<file path="src/rtl/asgpd_pkg.sv">
// shared constants and item types for the smoothing, gamma and duty hysteresis block
package asgpd_pkg;

    // field widths
    localparam int SAMPLE_W = 12;
    localparam int DUTY_W   = 10;
    localparam int BAND_W   = 8;

    // averaging window, 2 to 64 samples
    localparam int WINDOW    = 8;
    localparam int POS_W     = $clog2(WINDOW);
    localparam int SUM_W     = SAMPLE_W + $clog2(WINDOW);
    // floor(log2(WINDOW))
    localparam int WIN_SHIFT = $clog2(WINDOW + 1) - 1;

    localparam logic [SAMPLE_W-1:0] SAMPLE_MAX = '1;
    localparam logic [DUTY_W-1:0]   DUTY_MAX   = DUTY_W'(1000);
    localparam logic [BAND_W-1:0]   BAND_RESET = BAND_W'(2);

    // gamma divide by reciprocal: q = (sq * ceil(2^K / d)) >> K, exact for sq < 2^SQ_W
    localparam int              SQ_W        = 2 * SAMPLE_W;
    localparam longint unsigned GAMMA_DIV   = 64'd16765;
    localparam int              RECIP_SHIFT = SQ_W + 15;
    localparam longint unsigned RECIP_VAL   =
        ((64'd1 << RECIP_SHIFT) + GAMMA_DIV - 64'd1) / GAMMA_DIV;
    localparam int              RECIP_W     = $clog2(RECIP_VAL + 64'd1);
    localparam logic [RECIP_W-1:0] RECIP    = RECIP_W'(RECIP_VAL);
    localparam int              PROD_W      = SQ_W + RECIP_W;
    localparam int              QUOT_W      = PROD_W - RECIP_SHIFT;

    // item after the averaging stage
    typedef struct packed {
        logic [SAMPLE_W-1:0] filtered;
    } avg_item_t;

    // item after squaring
    typedef struct packed {
        logic [SQ_W-1:0]     square;
        logic [SAMPLE_W-1:0] filtered;
    } sq_item_t;

    // item after the constant divide
    typedef struct packed {
        logic [QUOT_W-1:0]   quot;
        logic [SAMPLE_W-1:0] filtered;
    } quot_item_t;

endpackage

</file>
<file path="src/rtl/asgpd_avg.sv">
// sample ring, running sum and moving-average output register
module asgpd_avg (
    input  logic                                aclk,
    input  logic                                aresetn,
    input  logic                                in_valid,
    output logic                                in_ready,
    input  logic [asgpd_pkg::SAMPLE_W-1:0]      in_sample,
    output logic                                out_valid,
    input  logic                                out_ready,
    output asgpd_pkg::avg_item_t                out_item
);

    logic [asgpd_pkg::SAMPLE_W-1:0] hist_reg [asgpd_pkg::WINDOW];
    logic [asgpd_pkg::SUM_W-1:0]    sum_reg;
    logic [asgpd_pkg::SUM_W-1:0]    sum_next;
    logic [asgpd_pkg::SUM_W-1:0]    shifted;
    logic [asgpd_pkg::POS_W-1:0]    pos_reg;
    logic [asgpd_pkg::POS_W-1:0]    pos_next;
    logic                           valid_reg;
    asgpd_pkg::avg_item_t           item_reg;
    asgpd_pkg::avg_item_t           item_next;
    logic                           accept;

    assign in_ready  = !valid_reg || out_ready;
    assign accept    = in_valid && in_ready;
    assign out_valid = valid_reg;
    assign out_item  = item_reg;

    // swap oldest sample for the new one in the sum
    always_comb begin
        sum_next = sum_reg - asgpd_pkg::SUM_W'(hist_reg[pos_reg])
                 + asgpd_pkg::SUM_W'(in_sample);
        if (pos_reg == asgpd_pkg::POS_W'(asgpd_pkg::WINDOW - 1)) begin
            pos_next = '0;
        end else begin
            pos_next = pos_reg + 1'b1;
        end
        shifted = sum_next >> asgpd_pkg::WIN_SHIFT;
        if (shifted > asgpd_pkg::SUM_W'(asgpd_pkg::SAMPLE_MAX)) begin
            item_next.filtered = asgpd_pkg::SAMPLE_MAX;
        end else begin
            item_next.filtered = shifted[asgpd_pkg::SAMPLE_W-1:0];
        end
    end

    // ring state, cleared at reset
    always_ff @(posedge aclk) begin
        if (!aresetn) begin
            for (int i = 0; i < asgpd_pkg::WINDOW; i++) begin
                hist_reg[i] <= '0;
            end
            sum_reg <= '0;
            pos_reg <= '0;
        end else if (accept) begin
            hist_reg[pos_reg] <= in_sample;
            sum_reg           <= sum_next;
            pos_reg           <= pos_next;
        end
    end

    // output stage
    always_ff @(posedge aclk) begin
        if (!aresetn) begin
            valid_reg <= 1'b0;
        end else if (in_ready) begin
            valid_reg <= in_valid;
        end
    end

    always_ff @(posedge aclk) begin
        if (accept) begin
            item_reg <= item_next;
        end
    end

endmodule

</file>
<file path="src/rtl/asgpd_gamma.sv">
// two-stage gamma curve: square, then divide by the gamma constant
module asgpd_gamma (
    input  logic                    aclk,
    input  logic                    aresetn,
    input  logic                    in_valid,
    output logic                    in_ready,
    input  asgpd_pkg::avg_item_t    in_item,
    output logic                    out_valid,
    input  logic                    out_ready,
    output asgpd_pkg::quot_item_t   out_item
);

    logic                           sq_valid_reg;
    asgpd_pkg::sq_item_t            sq_reg;
    logic                           sq_ready;
    logic                           q_valid_reg;
    asgpd_pkg::quot_item_t          q_reg;
    logic [asgpd_pkg::PROD_W-1:0]   prod;

    assign sq_ready  = !q_valid_reg || out_ready;
    assign in_ready  = !sq_valid_reg || sq_ready;
    assign out_valid = q_valid_reg;
    assign out_item  = q_reg;

    // reciprocal multiply, top bits are the quotient
    assign prod = asgpd_pkg::PROD_W'(sq_reg.square) * asgpd_pkg::PROD_W'(asgpd_pkg::RECIP);

    // square stage
    always_ff @(posedge aclk) begin
        if (!aresetn) begin
            sq_valid_reg <= 1'b0;
        end else if (in_ready) begin
            sq_valid_reg <= in_valid;
        end
    end

    always_ff @(posedge aclk) begin
        if (in_valid && in_ready) begin
            sq_reg.square   <= asgpd_pkg::SQ_W'(in_item.filtered) *
                               asgpd_pkg::SQ_W'(in_item.filtered);
            sq_reg.filtered <= in_item.filtered;
        end
    end

    // divide stage
    always_ff @(posedge aclk) begin
        if (!aresetn) begin
            q_valid_reg <= 1'b0;
        end else if (sq_ready) begin
            q_valid_reg <= sq_valid_reg;
        end
    end

    always_ff @(posedge aclk) begin
        if (sq_valid_reg && sq_ready) begin
            q_reg.quot     <= prod[asgpd_pkg::PROD_W-1:asgpd_pkg::RECIP_SHIFT];
            q_reg.filtered <= sq_reg.filtered;
        end
    end

endmodule

</file>
<file path="src/rtl/asgpd_hyst.sv">
// duty clamp, hysteresis against the held duty, and result register
module asgpd_hyst (
    input  logic                                aclk,
    input  logic                                aresetn,
    input  logic [asgpd_pkg::BAND_W-1:0]        band,
    input  logic                                in_valid,
    output logic                                in_ready,
    input  asgpd_pkg::quot_item_t               in_item,
    output logic                                out_valid,
    input  logic                                out_ready,
    output logic [asgpd_pkg::DUTY_W-1:0]        out_duty,
    output logic                                out_changed,
    output logic [asgpd_pkg::SAMPLE_W-1:0]      out_filtered
);

    logic [asgpd_pkg::DUTY_W-1:0]   held_reg;
    logic                           held_valid_reg;
    logic                           valid_reg;
    logic                           changed_reg;
    logic [asgpd_pkg::SAMPLE_W-1:0] filt_reg;
    logic [asgpd_pkg::DUTY_W-1:0]   duty;
    logic [asgpd_pkg::DUTY_W:0]     duty_x;
    logic [asgpd_pkg::DUTY_W:0]     held_x;
    logic [asgpd_pkg::DUTY_W:0]     band_x;
    logic                           upd;
    logic                           accept;

    assign in_ready     = !valid_reg || out_ready;
    assign accept       = in_valid && in_ready;
    assign out_valid    = valid_reg;
    assign out_duty     = held_reg;
    assign out_changed  = changed_reg;
    assign out_filtered = filt_reg;

    // clamp and update rule
    always_comb begin
        if (in_item.quot > asgpd_pkg::QUOT_W'(asgpd_pkg::DUTY_MAX)) begin
            duty = asgpd_pkg::DUTY_MAX;
        end else begin
            duty = asgpd_pkg::DUTY_W'(in_item.quot);
        end
        duty_x = {1'b0, duty};
        held_x = {1'b0, held_reg};
        band_x = (asgpd_pkg::DUTY_W + 1)'(band);
        upd = !held_valid_reg
            || (duty_x > held_x + band_x)
            || (duty_x + band_x < held_x)
            || (duty == '0)
            || (duty == asgpd_pkg::DUTY_MAX);
    end

    // held duty and result flags
    always_ff @(posedge aclk) begin
        if (!aresetn) begin
            held_reg       <= '0;
            held_valid_reg <= 1'b0;
            valid_reg      <= 1'b0;
        end else begin
            if (in_ready) begin
                valid_reg <= in_valid;
            end
            if (accept && upd) begin
                held_reg       <= duty;
                held_valid_reg <= 1'b1;
            end
        end
    end

    // result payload
    always_ff @(posedge aclk) begin
        if (accept) begin
            changed_reg <= upd;
            filt_reg    <= in_item.filtered;
        end
    end

endmodule

</file>
<file path="src/rtl/adc_smooth_gamma_pwm_duty_top.sv">
// Moving-average sample smoothing, squared gamma curve and duty hysteresis.
// An accepted item passes the average, square, divide and hysteresis registers to its result on the m_ side.
// Throughput: one item per cycle; average, square, divide and hysteresis stages
// each hold one item and advance whenever the stage after them can take one.
// Reset (aresetn low, synchronous): sample ring, running sum, ring position and
// held duty cleared, no duty held yet, hysteresis band back to 2.
module adc_smooth_gamma_pwm_duty_top (
    input  logic        aclk,
    input  logic        aresetn,
    // configuration: hysteresis band
    input  logic        cfg_wr_en,
    input  logic [7:0]  cfg_wr_data,
    // input items
    input  logic        s_tvalid,
    output logic        s_tready,
    input  logic [15:0] s_tdata,    // [11:0] sample
    // result items
    output logic        m_tvalid,
    input  logic        m_tready,
    output logic [23:0] m_tdata,    // [9:0] duty, [21:10] filtered
    output logic [0:0]  m_tuser     // [0] duty_changed
);

    logic [asgpd_pkg::BAND_W-1:0]   band_reg;
    logic                           avg_valid;
    logic                           avg_ready;
    asgpd_pkg::avg_item_t           avg_item;
    logic                           q_valid;
    logic                           q_ready;
    asgpd_pkg::quot_item_t          q_item;
    logic [asgpd_pkg::DUTY_W-1:0]   duty;
    logic                           changed;
    logic [asgpd_pkg::SAMPLE_W-1:0] filtered;

    // band register
    always_ff @(posedge aclk) begin
        if (!aresetn) begin
            band_reg <= asgpd_pkg::BAND_RESET;
        end else if (cfg_wr_en) begin
            band_reg <= cfg_wr_data;
        end
    end

    // moving average
    asgpd_avg u_avg (
        .aclk      (aclk),
        .aresetn   (aresetn),
        .in_valid  (s_tvalid),
        .in_ready  (s_tready),
        .in_sample (s_tdata[asgpd_pkg::SAMPLE_W-1:0]),
        .out_valid (avg_valid),
        .out_ready (avg_ready),
        .out_item  (avg_item)
    );

    // gamma curve
    asgpd_gamma u_gamma (
        .aclk      (aclk),
        .aresetn   (aresetn),
        .in_valid  (avg_valid),
        .in_ready  (avg_ready),
        .in_item   (avg_item),
        .out_valid (q_valid),
        .out_ready (q_ready),
        .out_item  (q_item)
    );

    // hysteresis and result register
    asgpd_hyst u_hyst (
        .aclk         (aclk),
        .aresetn      (aresetn),
        .band         (band_reg),
        .in_valid     (q_valid),
        .in_ready     (q_ready),
        .in_item      (q_item),
        .out_valid    (m_tvalid),
        .out_ready    (m_tready),
        .out_duty     (duty),
        .out_changed  (changed),
        .out_filtered (filtered)
    );

    // result packing
    assign m_tdata = {2'b00, filtered, duty};
    assign m_tuser = changed;

endmodule

</file>
<file path="config.mk">
export PLATFORM = sky130hd
export DESIGN_NAME = adc_smooth_gamma_pwm_duty_top
export DESIGN_NICKNAME = d
export VERILOG_FILES = /design/src/rtl/asgpd_pkg.sv /design/src/rtl/asgpd_avg.sv /design/src/rtl/asgpd_gamma.sv /design/src/rtl/asgpd_hyst.sv /design/src/rtl/adc_smooth_gamma_pwm_duty_top.sv
export SDC_FILE = /design/constraint.sdc
export NUM_CORES = 1
export LEC_CHECK = 0
export BUFFER_PORTS_ARGS = -buffer_cell sky130_fd_sc_hd__buf_2
export CAP_MARGIN = 20
export CORE_MARGIN = 2
export CORE_UTILIZATION = 24
export CTS_BUF_LIST = sky130_fd_sc_hd__clkbuf_16
export CTS_CLUSTER_DIAMETER = 50
export DETAILED_ROUTE_END_ITERATION = 6
export GPL_TIMING_DRIVEN = 0
export MAX_ROUTING_LAYER = met4
export SETUP_SLACK_MARGIN = 0.2
export SYNTH_ARGS = -nofsm -noshare
export SYNTH_HDL_FRONTEND = slang
export SYNTH_SLANG_ARGS = --single-unit
</file>
<file path="constraint.sdc">
create_clock -name aclk -period 7.25 [get_ports aclk]
set_input_delay 1.45 -clock aclk [delete_from_list [all_inputs] [get_ports aclk]]
set_output_delay 1.45 -clock aclk [all_outputs]
set_load 0.03 [all_outputs]
</file>
==> results.cfg <==
[sta]
finalCritPeriodShare_pct = 94.7
grt_setup_unrepaired = no
fin_crit_ps = 6860
maxSlewViolCount = 0
setup_violations = 0
slew-limit-headroom_pct = 38.4
hold_viol_final = 0
final.setup_skew_ps = 23.3
clock.fmax_ghz = 0.146
worstMarginPinSlew_ps = 921

[worst_setup_path]
cp_max_fo = 4
worstSetupPathType = reg2reg
worstReg2RegStart = u_gamma.sq_reg[22]
crit_top_cell = fa_1
critPathRequiredTime_ps = 7650
crit_end = u_gamma.out_item[21]
crit_arrival_ps = 7270
ff2ff_path_depth = 23
startpoint = u_gamma.sq_reg[22]
path_cells = inv_2 -> fa_1 -> inv_2 -> ha_1 -> fa_1 -> inv_1 -> fa_1 -> fa_1 -> inv_1 -> fa_1 -> inv_1 -> fa_2 -> inv_1 -> ha_4 -> nand2_1 -> or4_4 -> a2111o_1 -> a31oi_4 -> nor3_4 -> buf_12 -> o311ai_4 -> nor4_1 -> a311oi_1
cpPeakStageDelay_ps = 590
crit_slowest_cell = fa_1
r2r_slack_ps = 390
worstSetupStartpointType = register
end_kind = register
r2r-end = u_gamma.out_item[21]

[floorplan]
die_w_um = 322
dieArea_um2 = 104000
die_h_um = 322
placementRows = 116
start_util_pct = 24.3
core_area_um2 = 100000
io-pin-count = 56

[final_layout]
final_cells = 3806
area_growth_pct = 14.9
drive_gt1_share_pct = 9.77
fin_nets = 3108
largest_reg_flops = 96

[synth]
yosysWarnings = 0
ys_ff_latch = 221
netlist_area_um2 = 24300
async_reset_ff_share_pct = 0
synth_area_leaders = fa_1 25%, edfxtp_1 22%, ha_1 18%, inv_1 7.6%, dfxtp_1 3.6%
synth_top_area_share_pct = 24.8
synth_seq_area_share_pct = 25.5
synth_common_cells = 495 x inv_1, 354 x ha_1, 301 x fa_1
synth_edf_count = 177
ys.flop_type = edfxtp_1
ys_types = 66
yosys.area.top_type = fa_1
syn_inst = 2285
synth.most_common_cell = inv_1
postSynthAreaPerCell_um2 = 10.6

[min_path]
min_path_type = reg2reg

[placed_design]
dp_hpwl_um = 47700
portBuffers = 48
place_congestion = 0.881
place_inst = 3702

[global_routing]
grt.busiest_layer = met2
grt_antenna_before_repair = 2
grt_util_met1_pct = 16.1
met3_usage_pct = 2.19
track_usage_pct = 12.2
grt_max_degree = 26
use_met2_pct = 19.5
gr-total-overflow = 0
grt_pass1_vias = 17500
grt_pass1_wl_um = 97400

[route]
drtAntennaViolNets = 0
firstDrtPassIters = 5
wl_um = 60400
wl_per_cell_um = 15.9
vias = 16400
drtIter0Drc = 977
vias_per_cell = 4.32
drc = 0

[clocking]
clk_pin_slew_ps = 60
cts_buffers = 29
htreeDepth = 1
insertion_delay_ps = 580
tritoncts = yes
cts.sinks = 221
hold_buffers = 0
cts.path.max_buffers = 3
cts_root_buffer = clkbuf_16

[run_status]
status = finished, final reports clean

[job]
cap_violations = 0
==> worst min path at each step <==
stage                                   start  slack (ps)                     end  cells past startpoint
after global routing        u_gamma.sq_reg[8]         430     u_gamma.out_item[8]                      0
after detailed placement  u_gamma.out_item[5]         400  u_hyst.out_filtered[5]                      0
final                       u_gamma.sq_reg[8]         420     u_gamma.out_item[8]                      0
after global placement      u_gamma.sq_reg[7]         400     u_gamma.out_item[7]                      0
after floorplan            u_gamma.sq_reg[10]         400    u_gamma.out_item[10]                      0
after CTS                   u_gamma.sq_reg[2]         420     u_gamma.out_item[2]                      0
==> worst max-delay path, delay by kind of cell (launching register included) <==
| kind | cells | cell delay [ps] |
|---|---|---|
| AOI/OAI and AO/OA | 4 | 1190 |
| and+or+nand+nor | 4 | 670 |
| buffers and inverters | 7 | 590 |
| adders and majority gates | 8 | 3750 |
| DFF | 1 | 480 |
==> repair_timing <==
action	4_1_cts	5_1_grt
gates cloned	0	0
resized for setup	10	22
pin swaps	1	10
buffers inserted	23	24
setup endpoints to repair	8	6
==> kinds of logic after synthesis <==
| group | share of synthesized area (%) |
|---|---|
| xor+xnor | 2.30 |
| flops | 25.5 |
| buf+inv | 9.13 |
| fa+ha+maj | 43.0 |
| other cells | 0.0309 |
| compound gates | 7.40 |
| simple gates | 9.35 |
| mux | 3.36 |
==> placed cells by master (no fill, tap or decap), types with 22 or more instances in the layout <==
master,netlist,final
xor2_1,23,23
mux4_2,24,24
nand3_1,26,26
and2_1,60,60
nor2b_1,23,22
dfxtp_1,44,44
a21oi_1,77,77
nor3_1,86,85
edfxtp_1,177,177
xnor2_1,41,41
nor4_1,27,27
a21o_1,44,44
nand2_1,94,93
buf_2,0,48
clkbuf_1,59,58
inv_1,495,492
clkbuf_16,0,29
buf_4,2,47
fa_1,301,296
nor2_1,59,59
ha_1,354,346
o21ai_0,47,40
==> final cells by class <==
type | instances | area, um^2
Sequential cell | 221 | 6200
Clock buffer | 29 | 726
Fill cell | 10500 | 72300
Tap cell | 1357 | 1700
Inverter | 506 | 1900
Timing Repair Buffer | 105 | 734
Multi-Input combinational cell | 1489 | 16100
Buffer | 72 | 323
Antenna cell | 2 | 5.00
Clock inverter | 25 | 295
==> through the flow <==
stage               TNS, ps  hold slack, ps  cell area, um^2  setup slack, ps  utilization, %
floorplan                 0             400            24300              689               -
global placement      -2480             404            26300             -492            26.2
detailed placement    -2930             405            26400             -563            26.3
CTS                       0             422            27700              220            27.6
global route              0             428            28000              193            27.9
finish                    0             420            28000              388            27.9
==> per-layer routing <==
metal  share of wire [%]  wire (um)  vias to the layer above
met5                   0          0                        -
met4                 2.4       1420                        0
met3                 6.0       3630                       87
met2                  46      27900                      379
met1                  45      27500                     8090
li1                    -          -                     7867
Power is left out: the tool's default activity adds up to more than one toggle a clock period on the data nets, which glitch-free logic cannot reach.
